==> src/rtl/dqs_pkg.sv <==
// ----------------------------------------------------------------------------
// dqs_pkg
// Sizes, request and status codes and ring helpers for the deque.
// ----------------------------------------------------------------------------
package dqs_pkg;

  localparam int CAPACITY    = 16;
  localparam int VALUE_WIDTH = 32;

  localparam int IDX_W = $clog2(CAPACITY);
  localparam int CNT_W = $clog2(CAPACITY + 1);
  localparam int SUM_W = CNT_W + 1;

  // fixed port widths
  localparam int ACTION_W = 3;
  localparam int DATA_W   = 32;
  localparam int STATUS_W = 2;
  localparam int COUNT_W  = 5;

  typedef enum logic [ACTION_W-1:0] {
    ACT_PUSH_FRONT = 3'd0,
    ACT_PUSH_BACK  = 3'd1,
    ACT_POP_FRONT  = 3'd2,
    ACT_POP_BACK   = 3'd3,
    ACT_SEARCH     = 3'd4,
    ACT_CLEAR      = 3'd5
  } action_t;

  localparam logic [STATUS_W-1:0] STAT_OK    = 2'd0;
  localparam logic [STATUS_W-1:0] STAT_EMPTY = 2'd1;
  localparam logic [STATUS_W-1:0] STAT_FULL  = 2'd2;

  // (base + off) mod CAPACITY; sum stays below twice the capacity
  function automatic logic [IDX_W-1:0] ring_add(logic [IDX_W-1:0] base,
                                                logic [CNT_W-1:0] off);
    logic [SUM_W-1:0] sum;
    sum = SUM_W'(base) + SUM_W'(off);
    if (sum >= SUM_W'(CAPACITY)) begin
      sum = sum - SUM_W'(CAPACITY);
    end
    return sum[IDX_W-1:0];
  endfunction

  // sign-extend the port value, keep the stored width
  function automatic logic [VALUE_WIDTH-1:0] to_store(logic signed [DATA_W-1:0] d);
    logic signed [63:0] w;
    w = 64'(d);
    return w[VALUE_WIDTH-1:0];
  endfunction

  // stored value back to the port, zero-extended
  function automatic logic signed [DATA_W-1:0] to_out(logic [VALUE_WIDTH-1:0] v);
    logic [63:0] w;
    w = 64'(v);
    return w[DATA_W-1:0];
  endfunction

  function automatic logic [COUNT_W-1:0] to_count(logic [CNT_W-1:0] c);
    logic [63:0] w;
    w = 64'(c);
    return w[COUNT_W-1:0];
  endfunction

endpackage

==> src/rtl/double_ended_queue_with_search.sv <==
// ----------------------------------------------------------------------------
// double_ended_queue_with_search
// Bounded deque in a ring store with a front pointer, an element count and
// one shared comparator that walks the ring to search for a key.
// ----------------------------------------------------------------------------
//
//  Channel | Handshake           | Payload                          | Dir
//  --------+---------------------+----------------------------------+-----
//  request | in_valid / in_stall | action, data_in                  | in
//  result  | out_valid/out_stall | value_out, found, status, count  | out
//
//  Push, clear, unused codes and a pop of an empty deque go from S_IDLE to S_RESP;
//  other pops pass through S_POP between them, for the registered read port of the store.
//  A search of a non-empty deque walks S_SCAN, the single comparator
//  checking one stored entry per cycle, front to back, until a match or
//  the back entry; a search of an empty deque goes straight to S_RESP.
//  rst is synchronous: pointer and count go to zero, the store is not
//  cleared (entries are only read once written).
//  A result held by out_stall does not block the next request; only a
//  second result waits for the output register to free.
// ----------------------------------------------------------------------------
module double_ended_queue_with_search (
  input  logic                                  clk,
  input  logic                                  rst,
  input  logic                                  in_valid,
  output logic                                  in_stall,
  input  logic [dqs_pkg::ACTION_W-1:0]          action,
  input  logic signed [dqs_pkg::DATA_W-1:0]     data_in,
  output logic                                  out_valid,
  input  logic                                  out_stall,
  output logic signed [dqs_pkg::DATA_W-1:0]     value_out,
  output logic                                  found,
  output logic [dqs_pkg::STATUS_W-1:0]          status,
  output logic [dqs_pkg::COUNT_W-1:0]           count
);

  typedef enum logic [1:0] {
    S_IDLE,   // waiting for a request
    S_POP,    // pop read data arriving from the store
    S_SCAN,   // search walk: issue read, compare previous
    S_RESP    // result ready, waiting for the output register
  } state_t;

  state_t                              state;

  // ring store: one write port, one registered read port
  logic [dqs_pkg::VALUE_WIDTH-1:0]     store [dqs_pkg::CAPACITY];
  logic [dqs_pkg::VALUE_WIDTH-1:0]     rd_data;
  logic [dqs_pkg::IDX_W-1:0]           rd_addr;
  logic [dqs_pkg::IDX_W-1:0]           wr_addr;
  logic                                wr_en;

  // queue bookkeeping
  logic [dqs_pkg::IDX_W-1:0]           front;
  logic [dqs_pkg::CNT_W-1:0]           elem_count;

  // search walk
  logic [dqs_pkg::CNT_W-1:0]           scan_idx;
  logic                                cmp_vld;   // rd_data holds a scanned entry
  logic                                cmp_last;  // ... and it is the back one
  logic [dqs_pkg::VALUE_WIDTH-1:0]     key;

  // result waiting for the output register
  logic [dqs_pkg::VALUE_WIDTH-1:0]     res_value;
  logic                                res_found;
  logic [dqs_pkg::STATUS_W-1:0]        res_status;

  logic                                accept;
  logic                                is_full;
  logic                                is_empty;
  logic                                is_push;
  logic [dqs_pkg::VALUE_WIDTH-1:0]     store_val;
  dqs_pkg::action_t                    act;

  assign in_stall  = (state != S_IDLE);
  assign accept    = in_valid && !in_stall;
  assign act       = dqs_pkg::action_t'(action);
  assign is_full   = (elem_count == dqs_pkg::CNT_W'(dqs_pkg::CAPACITY));
  assign is_empty  = (elem_count == '0);
  assign is_push   = (act == dqs_pkg::ACT_PUSH_FRONT) || (act == dqs_pkg::ACT_PUSH_BACK);
  assign store_val = dqs_pkg::to_store(data_in);

  // Address selection. Push front steps the pointer back one slot; push
  // back lands one past the last element. Reads serve pops at accept time
  // and the search walk afterwards.
  always_comb begin
    wr_en = accept && is_push && !is_full;
    if (act == dqs_pkg::ACT_PUSH_FRONT) begin
      wr_addr = dqs_pkg::ring_add(front, dqs_pkg::CNT_W'(dqs_pkg::CAPACITY - 1));
    end else begin
      wr_addr = dqs_pkg::ring_add(front, elem_count);
    end

    if (state == S_SCAN) begin
      rd_addr = dqs_pkg::ring_add(front, scan_idx);
    end else if (act == dqs_pkg::ACT_POP_BACK) begin
      rd_addr = dqs_pkg::ring_add(front, elem_count - dqs_pkg::CNT_W'(1));
    end else begin
      rd_addr = front;
    end
  end

  always_ff @(posedge clk) begin
    if (wr_en) begin
      store[wr_addr] <= store_val;
    end
    rd_data <= store[rd_addr];
  end

  // Sequencer and output register.
  always_ff @(posedge clk) begin
    if (rst) begin
      state      <= S_IDLE;
      front      <= '0;
      elem_count <= '0;
      cmp_vld    <= 1'b0;
      out_valid  <= 1'b0;
    end else begin
      // a taken result frees the output register, unless S_RESP refills it
      if (out_valid && !out_stall && (state != S_RESP)) begin
        out_valid <= 1'b0;
      end

      case (state)
        S_IDLE: begin
          if (accept) begin
            key        <= store_val;
            res_value  <= '0;
            res_found  <= 1'b0;
            res_status <= dqs_pkg::STAT_OK;
            scan_idx   <= '0;
            cmp_vld    <= 1'b0;
            state      <= S_RESP;
            case (act)
              dqs_pkg::ACT_PUSH_FRONT: begin
                if (is_full) begin
                  res_status <= dqs_pkg::STAT_FULL;
                end else begin
                  front      <= wr_addr;
                  elem_count <= elem_count + dqs_pkg::CNT_W'(1);
                end
              end
              dqs_pkg::ACT_PUSH_BACK: begin
                if (is_full) begin
                  res_status <= dqs_pkg::STAT_FULL;
                end else begin
                  elem_count <= elem_count + dqs_pkg::CNT_W'(1);
                end
              end
              dqs_pkg::ACT_POP_FRONT: begin
                if (is_empty) begin
                  res_status <= dqs_pkg::STAT_EMPTY;
                end else begin
                  front      <= dqs_pkg::ring_add(front, dqs_pkg::CNT_W'(1));
                  elem_count <= elem_count - dqs_pkg::CNT_W'(1);
                  state      <= S_POP;
                end
              end
              dqs_pkg::ACT_POP_BACK: begin
                if (is_empty) begin
                  res_status <= dqs_pkg::STAT_EMPTY;
                end else begin
                  elem_count <= elem_count - dqs_pkg::CNT_W'(1);
                  state      <= S_POP;
                end
              end
              dqs_pkg::ACT_SEARCH: begin
                if (!is_empty) begin
                  state <= S_SCAN;
                end
              end
              dqs_pkg::ACT_CLEAR: begin
                front      <= '0;
                elem_count <= '0;
              end
              default: begin
                // unused codes: nothing changes
              end
            endcase
          end
        end

        S_POP: begin
          res_value <= rd_data;
          state     <= S_RESP;
        end

        // One entry read per cycle; the compare acts on the read data in the cycle after the read.
        S_SCAN: begin
          if (cmp_vld && (rd_data == key)) begin
            res_found <= 1'b1;
            cmp_vld   <= 1'b0;
            state     <= S_RESP;
          end else if (cmp_vld && cmp_last) begin
            cmp_vld <= 1'b0;
            state   <= S_RESP;
          end else if (scan_idx != elem_count) begin
            cmp_vld  <= 1'b1;
            cmp_last <= (scan_idx == elem_count - dqs_pkg::CNT_W'(1));
            scan_idx <= scan_idx + dqs_pkg::CNT_W'(1);
          end else begin
            cmp_vld <= 1'b0;
          end
        end

        S_RESP: begin
          if (!out_valid || !out_stall) begin
            value_out <= dqs_pkg::to_out(res_value);
            found     <= res_found;
            status    <= res_status;
            count     <= dqs_pkg::to_count(elem_count);
            out_valid <= 1'b1;
            state     <= S_IDLE;
          end
        end

        default: begin
          state <= S_IDLE;
        end
      endcase
    end
  end

endmodule

==> config.mk <==
export PLATFORM = sky130hd
export DESIGN_NAME = double_ended_queue_with_search
export DESIGN_NICKNAME = d
export VERILOG_FILES = /design/src/rtl/dqs_pkg.sv /design/src/rtl/double_ended_queue_with_search.sv
export SDC_FILE = /design/constraint.sdc
export NUM_CORES = 1
export LEC_CHECK = 0
export BUFFER_PORTS_ARGS = -buffer_cell sky130_fd_sc_hd__buf_2
export CAP_MARGIN = 20
export CORE_UTILIZATION = 41
export CTS_CLUSTER_SIZE = 14
export DETAILED_ROUTE_END_ITERATION = 10
export PLACE_DENSITY_LB_ADDON = 0.3
export SYNTH_ARGS = -nofsm -noshare
export SYNTH_HDL_FRONTEND = slang
export SYNTH_SLANG_ARGS = --single-unit
export TNS_END_PERCENT = 10
==> constraint.sdc <==
create_clock -name clk -period 4.3 [get_ports clk]
set_input_delay 0.43 -clock clk [delete_from_list [all_inputs] [get_ports clk]]
set_output_delay 0.43 -clock clk [all_outputs]
set_load 0.005 [all_outputs]
-- Word level (Yosys, flattened, before mapping)
Memories as Yosys holds them, arrays and structs flattened. A register that Yosys moved wholly into a read port is not among the register bits.
Index checks and enable logic that the tools add are counted.
- flip-flop bits (word level): 126
- bits in writable memories: 512
- input bits: 39
- output and inout port bits: 42
- memories: 1
- memories (name ; depth ; width ; rd ports ; clocked after Yosys merged registers in ; wr ports ; line ; RTL):
    store ; 16 ; 32 ; 1 ; 1 ; 1 ; double_ended_queue_with_search.sv:47 ; logic [dqs_pkg::VALUE_WIDTH-1:0] store [dqs_pkg::CAPACITY];
- add/sub/neg operators: 13
- magnitude comparators: 5
- equality and inequality tests: 24
- muxes and demuxes: 44
- bitwise logic cells: 3
- reductions and logical operators: 33
- operators with widths (kind ; count):
    $pmux W32 S2 ; 1
    $mux W4 ; 10
    $eq A32 B32 Y1 ; 1
    $mux W32 ; 1
    $mux W5 ; 6
    $sub A4 B1 Y4 const B ; 5
    $add A4 B5 Y6 ; 3
    $ge A6 B5 Y1 const B ; 3
    $ne A2 B2 Y1 const B ; 9
    $pmux W5 S3 ; 1
    $reduce_and A5 Y1 ; 3
    $mux W1 ; 12
    $mux W2 ; 6
    $pmux W4 S3 ; 1
    $reduce_and A3 Y1 ; 4
    $add A5 B1 Y5 const B ; 2
    $ge A5 B5 Y1 const B ; 2
    $pmux W5 S2 ; 1
    $pmux W2 S2 ; 2
    $pmux W2 S4 ; 1
    $logic_and A1 B1 Y1 ; 7
    $eq A3 B2 Y1 const B ; 2
    $eq A3 B3 Y1 const B ; 2
    $reduce_and A6 Y1 ; 1
    other kinds (23) ; 36

-- Longest topological paths before layout
Gate-level depths: netlist (run 1).
- depth in word-level cells: 7
- gate-level depth with buffers: 14
- depth with buffers taken out: 10

-- Worst setup path after synthesis (run 1)
No wires, ideal clock.
- path type: input-to-reg
- start: input rst
- end: register count[0] (netlist name) (enable)
- setup time: 0.498 ns
- arrival: 3.645 ns
- required time: 3.802 ns
- slack: 0.157 ns
- cell stages on the path: 2
- path through: clkbuf_1 > a211oi_1
- cells in the longest elaborated chain, start to end: 2
- RTL lines (element ; line ; RTL):
    from (decl) ; double_ended_queue_with_search.sv:24 ; input logic rst,
    $not A1 Y1 (no source line) ; -- ;
    $reduce_and A3 Y1 (no source line) ; -- ;
    to (signal assigned) ; double_ended_queue_with_search.sv:211 ; count <= dqs_pkg::to_count(elem_count);
    to (decl) ; double_ended_queue_with_search.sv:34 ; output logic [dqs_pkg::COUNT_W-1:0] count
Every way passes these cells.
A chain may end at the register's enable or synchronous reset.

-- Final worst setup path (run 1)
- start: register elem_count[0] (netlist name)
- end: register rd_data[0] (netlist name) (read register of store)
- cells in the longest elaborated chain, start to end: 6
- elaborated cells on any way between the ends: 7
- RTL lines (element ; line ; RTL):
    from (decl) ; double_ended_queue_with_search.sv:55 ; logic [dqs_pkg::CNT_W-1:0] elem_count;
    from (signal assigned) ; double_ended_queue_with_search.sv:140 ; elem_count <= elem_count + dqs_pkg::CNT_W'(1);
    from (signal assigned) ; double_ended_queue_with_search.sv:147 ; elem_count <= elem_count + dqs_pkg::CNT_W'(1);
    from (signal assigned) ; double_ended_queue_with_search.sv:155 ; elem_count <= elem_count - dqs_pkg::CNT_W'(1);
    $sub A5 B1 Y5 * ; double_ended_queue_with_search.sv:97 ; rd_addr = dqs_pkg::ring_add(front, elem_count - dqs_pkg::CNT_W'(1));
    $add A4 B5 Y6 * ; dqs_pkg.sv:37 ; sum = SUM_W'(base) + SUM_W'(off);
    $ge A6 B5 Y1 or $sub A4 B1 Y4 (tied branches) ; dqs_pkg.sv:38, dqs_pkg.sv:39 ;
    $mux W4 * ; dqs_pkg.sv:38 ; if (sum >= SUM_W'(CAPACITY)) begin
    $mux W4 * ; double_ended_queue_with_search.sv:96 ; end else if (act == dqs_pkg::ACT_POP_BACK) begin
    $mux W4 * ; double_ended_queue_with_search.sv:94 ; if (state == S_SCAN) begin
    to (decl) ; double_ended_queue_with_search.sv:48 ; logic [dqs_pkg::VALUE_WIDTH-1:0] rd_data;
Mark *: on every way between the ends. The rest lies on a longest branch, timed or not.

==> impl_metrics.prom, run 1 <==
# TYPE chip_impl_metric gauge
chip_impl_info{name="outcome",value="complete, no violations"} 1
chip_impl_metric{name="detail_route.drc_violations",unit=""} 0
chip_impl_metric{name="postSynthCellCount",unit=""} 2069
chip_impl_info{name="synth.top_cells.by_area",value="edfxtp_1, mux2i_1, mux2_2"} 1
chip_impl_metric{name="postSynth.asyncResetShare",unit=""} 0
chip_impl_metric{name="fin_crit",unit="ns"} 3.79
chip_impl_info{name="worstPathCellList",value="inv_1 -> ha_1 -> fa_1 -> and2_1 -> a221oi_2 -> nor2_1 -> nand2_2 -> buf_4 -> o221ai_1 -> mux2i_1"} 1
chip_impl_metric{name="post_drt_via_cell_ratio",unit=""} 6.10
chip_impl_metric{name="syn_nets",unit=""} 2129
chip_impl_metric{name="power.density_cell_area",unit="nW/um^2"} 574
chip_impl_metric{name="arrival",unit="ns"} 4.31
chip_impl_info{name="dominantRegCellSynth",value="edfxtp_1"} 1
chip_impl_metric{name="totalNegativeSetupSlack",unit="ns"} 0
chip_impl_metric{name="timing.final.hold_violations",unit=""} 0
chip_impl_metric{name="cap_violations",unit=""} 0
chip_impl_metric{name="synth_cell_types",unit=""} 59
chip_impl_metric{name="maxSlewHeadroom",unit=""} 0.399
chip_impl_info{name="tritoncts",value="yes"} 1
chip_impl_metric{name="detailed_place_hpwl",unit="um"} 46600
chip_impl_metric{name="floorplan.rows",unit=""} 98
chip_impl_metric{name="grt_first_pass_wirelength",unit="um"} 118000
chip_impl_metric{name="clock.fmax",unit="MHz"} 264
chip_impl_info{name="critical_path.startpoint_type",value="flop"} 1
chip_impl_metric{name="timing.critical_path.buf_inv",unit=""} 2
chip_impl_metric{name="route.vias.total",unit=""} 19200
chip_impl_metric{name="numClockSinks",unit=""} 670
chip_impl_metric{name="seq_area_frac_synth",unit=""} 0.661
chip_impl_metric{name="die_width",unit="um"} 271
chip_impl_info{name="worstHoldPathType",value="in -> reg"} 1
chip_impl_metric{name="numCtsBuffers",unit=""} 72
chip_impl_metric{name="number_of_antenna_violations_at_the_first_check_in_global_routing",unit=""} 6
chip_impl_metric{name="ys_seq_elements",unit=""} 670
chip_impl_metric{name="cts_repair_resize_count",unit=""} 0
chip_impl_metric{name="gp_congestion",unit=""} 0.808
chip_impl_info{name="critical_path.endpoint_type",value="flop"} 1
chip_impl_metric{name="firstDrtPassIters",unit=""} 10
chip_impl_metric{name="final.fill_count",unit=""} 6157
chip_impl_metric{name="synth_area",unit="sq um"} 29800
chip_impl_metric{name="final_core_util",unit=""} 0.474
chip_impl_metric{name="timing_worst_slew_pin_value",unit="ns"} 0.900
chip_impl_metric{name="finalMaxSlewViolations",unit=""} 0
chip_impl_info{name="synth.top_cells.by_count",value="edfxtp_1, nand2_1, mux2i_1"} 1
chip_impl_metric{name="total_leakage_power",unit="nW"} 11.3
chip_impl_metric{name="synth_edf_count",unit=""} 625
chip_impl_metric{name="antenna_left",unit=""} 0
chip_impl_metric{name="flow.area_growth_from_synthesis",unit="%"} 14.0
chip_impl_metric{name="yosys_warnings",unit=""} 0
chip_impl_metric{name="grt_remaining_overflow",unit=""} 0
chip_impl_metric{name="synth_top_cell_area_share",unit=""} 0.631
chip_impl_metric{name="count_of_final_setup_violators",unit=""} 0
chip_impl_metric{name="drive_gt1_frac",unit=""} 0.188
chip_impl_info{name="yosys_top_cell_by_area",value="edfxtp_1"} 1
chip_impl_metric{name="cp_data_required_time",unit="ns"} 4.82
chip_impl_metric{name="io_buffer_count",unit=""} 80
chip_impl_info{name="cp_class",value="reg -> reg"} 1
chip_impl_metric{name="syn_area_per_cell",unit="sq um"} 14.4
chip_impl_metric{name="clk_latency",unit="ns"} 0.62
chip_impl_metric{name="final_net_count",unit=""} 2192
chip_impl_metric{name="clockBufferDepth",unit=""} 3
chip_impl_metric{name="initialDrtViolationCount",unit=""} 2526
chip_impl_info{name="timing.critical_path.slowest_stage_cell",value="buf_4"} 1
chip_impl_metric{name="clk_pin_slew_worst_paths",unit="ns"} 0.07
chip_impl_info{name="yosysMostFrequentCell",value="edfxtp_1"} 1
chip_impl_metric{name="post_drt_wl_per_cell",unit="um"} 25.1
chip_impl_metric{name="post_cts_hold_buffer_count",unit=""} 0
chip_impl_metric{name="post_route_clock_period_utilization",unit=""} 0.880
chip_impl_metric{name="vias_in_the_first_global_route",unit=""} 18800
chip_impl_metric{name="cpPeakStageDelay",unit="ns"} 0.66
chip_impl_metric{name="starting_density_of_the_core",unit=""} 0.415
chip_impl_metric{name="crit_path_max_fanout",unit=""} 62
chip_impl_metric{name="holdWs",unit="ns"} 0.113
chip_impl_metric{name="clock_tree.htree_level_count",unit=""} 3
chip_impl_metric{name="grt_start_max_net_pins",unit=""} 99
chip_impl_info{name="critPathTopFamily",value="adder cells"} 1
chip_impl_metric{name="post-cts-setup-buffer-count",unit=""} 0
chip_impl_metric{name="wirelength",unit="um"} 79000
chip_impl_metric{name="clock-skew-final",unit="ns"} 0.0226
chip_impl_metric{name="grtUsageTotal",unit=""} 0.211
chip_impl_info{name="clock-root-buffer",value="clkbuf_16"} 1
chip_impl_info{name="unrepaired_setup_endpoints_after_global_routing",value="false"} 1
chip_impl_metric{name="floorplan.die.height",unit="um"} 271
chip_impl_metric{name="core-area",unit="sq um"} 71600
chip_impl_metric{name="maximum_ir_drop_on_the_vdd_rail",unit="mV"} 0.362
chip_impl_metric{name="ports",unit=""} 81
chip_impl_metric{name="die_area",unit="sq um"} 73600
[power breakdown]
group / internal (mW) / switching [mW]
Clock: 3.60 / 2.50
Combinational: 2.12 / 3.26
Sequential: 7.60 / 0.400
Total: 13.3 / 6.16
[through the flow]
| step | worst slack [ns] | instance area, sq um | power (mW) | std cells |
|---|---|---|---|---|
| finish | 0.515 | 33900 | 19.5 | 3141 |
| global route | 0.326 | 33900 | 20.2 | 3140 |
| CTS | 0.540 | 33900 | 19.5 | 3138 |
| detailed placement | 0.572 | 31600 | 13.4 | 3007 |
| global placement | 0.762 | 31600 | 13.4 | 3007 |
| floorplan | 0.157 | 29800 | 11.7 | 2069 |
[worst reg2reg max path, delay by kind of cell (launching register included)]
kind | cells | cell delay [ns]
DFF | 1 | 0.57
buffers and inverters | 2 | 0.82
and+or+nand+nor | 3 | 0.44
muxes | 1 | 0.21
AOI/OAI and AO/OA | 2 | 0.79
adders and majority gates | 2 | 0.86
[path summary, 6_finish.rpt]
kind | slack [ns] | start | cells after the start | to
max | 0.51 | elem_count[0] | 10 | rd_data[0]
min | 0.11 | out_stall | 3 | out_valid
max reg2reg | 0.51 | elem_count[0] | 10 | rd_data[0]
min reg2reg | 0.41 | res_value[30] | 0 | value_out[30]
[state kept, by name, indices dropped and copies added (netlist names), 2 cells and up]
name / count
store: 512
key: 32
rd_data: 32
res_value: 32
value_out: 32
count: 5
elem_count: 5
scan_idx: 5
front: 4
res_status: 2
state: 2
status: 2
[layer usage]
layer	GRT usage	share of wire
met3	0.0372	0.076
met4	0.0578	0.020
met1	0.286	0.42
met5	0	0
met2	0.348	0.48
[cells in the final DEF (no fill, tap or decap), types with 45 or more instances in the layout]
cell       Yosys  final
o211ai_1     124    124
edfxtp_1     625    625
a22oi_1       68     68
a222oi_1     128    128
o221ai_1      62     62
mux2_2       128    128
buf_4          7     46
dfxtp_1       45     45
buf_2         55     80
clkbuf_16      0     73
nand2_1      271    268
mux2i_1      162    162
[final cells by class]
type | count | area (sq um) | area share
multi-input cells | 1223 | 9540 | 0.281
clock inverters | 29 | 275 | 0.00812
flip-flops and latches | 670 | 19700 | 0.580
well taps | 950 | 1190 | 0.0350
diodes | 2 | 5.00 | 0.000148
repair buffers | 145 | 1130 | 0.0332
inverters | 20 | 77.6 | 0.00229
clock buffers | 102 | 2040 | 0.0600
[logic make-up (layout without fill, tap and decap cells)]
logic type	after synthesis	in the layout	synth area share
flip-flops	670	670	0.661
AO/OA/AOI/OAI	446	446	0.125
AND/OR/NAND/NOR	416	416	0.0617
multiplexers	290	290	0.103
buffers and inverters	176	296	0.0254
XOR/XNOR	50	50	0.0147
adder cells (fa/ha/maj)	21	21	0.00959
other	0	2	0
Power figures use the tool's default switching activity.
==> run 2, diff against run 1 <==
==> constraint.sdc (replaced) <==
create_clock -name clk -period 4.75 [get_ports clk]
set_input_delay 0.475 -clock clk [delete_from_list [all_inputs] [get_ports clk]]
set_output_delay 0.475 -clock clk [all_outputs]
set_load 0.005 [all_outputs]
==> run 2 against run 1 <==
Against the previous run: worst hold slack better by 0.064 ns; power is 9.3% lower; clock power is 9.3% lower; maximum frequency is 5.3% lower; via count hardly changed; cell count is 0.35% lower; die area stayed put; clock skew is 0.0035 ns higher; worst setup slack better by 0.24 ns; clock-buffer cell count is 4 lower; critical path type unchanged; highest routed layer is now met5.
==> impl_metrics.prom, run 2 (synthesis results as in run 1) <==
# TYPE chip_impl_metric gauge
chip_impl_metric{name="floorplan.rows",unit=""} 98
chip_impl_metric{name="grt_start_max_net_pins",unit=""} 87
chip_impl_metric{name="timing.hold.worst_path_depth",unit=""} 3
chip_impl_info{name="registers.top_by_ff_count",value="store"} 1
chip_impl_metric{name="drive_gt1_frac",unit=""} 0.184
chip_impl_metric{name="totalNegativeSetupSlack",unit="ns"} 0
chip_impl_metric{name="die_area",unit="sq um"} 73600
chip_impl_info{name="critical_path.reg2reg.endpoint",value="rd_data[4]"} 1
chip_impl_metric{name="post_drt_via_cell_ratio",unit=""} 6.12
chip_impl_info{name="holdCritStartpoint",value="out_stall"} 1
chip_impl_metric{name="post_cts_hold_buffer_count",unit=""} 0
chip_impl_metric{name="grt_first_pass_wirelength",unit="um"} 119000
chip_impl_info{name="critical_path.startpoint_type",value="flop"} 1
chip_impl_metric{name="final.fill_count",unit=""} 6177
chip_impl_metric{name="count_of_final_setup_violators",unit=""} 0
chip_impl_metric{name="floorplan.die.height",unit="um"} 271
chip_impl_metric{name="post-route-worst-setup-slack",unit="ns"} 0.753
chip_impl_info{name="tritoncts",value="yes"} 1
chip_impl_metric{name="io_buffer_count",unit=""} 80
chip_impl_info{name="min_delay_worst_endpoint",value="out_valid"} 1
chip_impl_metric{name="starting_density_of_the_core",unit=""} 0.415
chip_impl_metric{name="wirelength",unit="um"} 79900
chip_impl_metric{name="cp_data_required_time",unit="ns"} 5.23
chip_impl_info{name="most_common_cell_after_layout_fill_and_taps_aside",value="edfxtp_1"} 1
chip_impl_metric{name="timing.final.hold_violations",unit=""} 0
chip_impl_info{name="outcome",value="complete, no violations"} 1
chip_impl_metric{name="antenna_left",unit=""} 0
chip_impl_metric{name="vias_in_the_first_global_route",unit=""} 18800
chip_impl_metric{name="core-area",unit="sq um"} 71600
chip_impl_metric{name="total_leakage_power",unit="nW"} 11.3
chip_impl_metric{name="timing_worst_slew_pin_value",unit="ns"} 0.984
chip_impl_metric{name="clk_latency",unit="ns"} 0.62
chip_impl_metric{name="route.vias.total",unit=""} 19100
chip_impl_metric{name="clock_tree.htree_level_count",unit=""} 3
chip_impl_metric{name="cts_repair_resize_count",unit=""} 0
chip_impl_metric{name="final_core_util",unit=""} 0.473
chip_impl_metric{name="post_drt_wl_per_cell",unit="um"} 25.5
chip_impl_metric{name="numClockSinks",unit=""} 670
chip_impl_metric{name="clock.fmax",unit="MHz"} 250
chip_impl_metric{name="clock-skew-final",unit="ns"} 0.0262
chip_impl_metric{name="power.density_cell_area",unit="nW/um^2"} 522
chip_impl_metric{name="register_to_register_setup_slack",unit="ns"} 0.75
chip_impl_metric{name="rr_worst_depth",unit=""} 10
chip_impl_metric{name="crit_path_max_fanout",unit=""} 32
chip_impl_metric{name="maxSlewHeadroom",unit=""} 0.344
chip_impl_metric{name="setup_ws_pre_cts",unit="ns"} 0.809
chip_impl_info{name="critical_path.endpoint_type",value="flop"} 1
chip_impl_metric{name="ports",unit=""} 81
chip_impl_metric{name="finish.instance_area",unit="sq um"} 33900
chip_impl_metric{name="flow.area_growth_from_synthesis",unit="%"} 13.8
chip_impl_metric{name="firstDrtPassIters",unit=""} 10
chip_impl_info{name="worstHoldPathType",value="in -> reg"} 1
chip_impl_metric{name="final_net_count",unit=""} 2183
chip_impl_metric{name="grtUsageTotal",unit=""} 0.214
chip_impl_metric{name="detail_route.drc_violations",unit=""} 0
chip_impl_metric{name="die_width",unit="um"} 271
chip_impl_metric{name="maximum_ir_drop_on_the_vdd_rail",unit="mV"} 0.279
chip_impl_metric{name="clk_pin_slew_worst_paths",unit="ns"} 0.06
chip_impl_metric{name="finalMaxSlewViolations",unit=""} 0
chip_impl_metric{name="post_route_clock_period_utilization",unit=""} 0.842
chip_impl_metric{name="insertedDiodeCount",unit=""} 0
chip_impl_metric{name="number_of_antenna_violations_at_the_first_check_in_global_routing",unit=""} 5
chip_impl_metric{name="largest_register_ffs",unit=""} 512
chip_impl_metric{name="cap_violations",unit=""} 0
chip_impl_metric{name="detailed_place_hpwl",unit="um"} 47600
chip_impl_metric{name="arrival",unit="ns"} 4.48
chip_impl_metric{name="numCtsBuffers",unit=""} 72
chip_impl_metric{name="grt_remaining_overflow",unit=""} 0
chip_impl_metric{name="clockBufferDepth",unit=""} 3
chip_impl_info{name="timing.rr.start",value="elem_count[0]"} 1
chip_impl_info{name="cp_class",value="reg -> reg"} 1
chip_impl_metric{name="initialDrtViolationCount",unit=""} 2649
chip_impl_metric{name="report.power.total",unit="mW"} 17.7
chip_impl_metric{name="fin_crit",unit="ns"} 4.00
chip_impl_info{name="clock-root-buffer",value="clkbuf_16"} 1
chip_impl_metric{name="post-cts-setup-buffer-count",unit=""} 0
chip_impl_metric{name="postPlaceCellArea",unit="sq um"} 31500
chip_impl_info{name="unrepaired_setup_endpoints_after_global_routing",value="false"} 1
chip_impl_metric{name="gp_congestion",unit=""} 0.845
chip_impl_info{name="final_cell_mix",value="edfxtp_1, nand2_1, mux2i_1"} 1
[run 2: cell type report]
type | count | area (sq um) | share of cell area
Timing Repair Buffer | 136 | 1080 | 0.0320
Inverter | 20 | 77.6 | 0.00229
Clock buffer | 98 | 1960 | 0.0579
Tap cell | 950 | 1190 | 0.0351
Sequential cell | 670 | 19700 | 0.581
Multi-Input combinational cell | 1223 | 9540 | 0.282
Clock inverter | 33 | 344 | 0.0102
[run 2: worst max-delay path: stages, from the launching register on]
cell and delay [ns]:
dfxtp_1 0.57, inv_1 0.16, ha_1 0.41, fa_1 0.44, and2_1 0.18, a221oi_2 0.58, nand2b_1 0.25, nand2_2 0.44
buf_4 0.46, o221ai_1 0.26, mux2i_1 0.10
[run 2: worst max path at each step]
stage                              from           end  slack [ns]  cells after the start
after detailed placement  elem_count[0]    rd_data[4]        0.81                     10
after global placement        action[0]  store[0][15]        0.97                      8
after global routing      elem_count[0]    rd_data[6]        0.52                     10
after CTS                 elem_count[0]    rd_data[4]        0.80                     10
after floorplan                     rst      count[0]        0.56                      2
final                     elem_count[0]    rd_data[4]        0.75                     10
[run 2: stage by stage]
step	hold WS (ns)	std cells
global route	0.207	3130
detailed placement	0.405	2998
finish	0.177	3130
floorplan	0.400	2069
global placement	0.402	2998
CTS	0.148	3129
[run 2: per-layer routing]
metal  part of all wire  global-route usage  routed length (um)  up-vias
met2               0.47               0.341               37800      861
met3              0.085              0.0371                6830      139
met1               0.41               0.296               33000     9697
met5            0.00010                   0                   8        -
met4              0.029              0.0739                2290        2
li1                   -                   -                   -     8443
[run 2: power by group]
part           leakage [nW]  switching [mW]  internal [mW]
sequential             6.03           0.368           6.88
combinational          4.12            2.98           1.91
clock                  1.11            2.30           3.23
total                  11.3            5.65           12.0
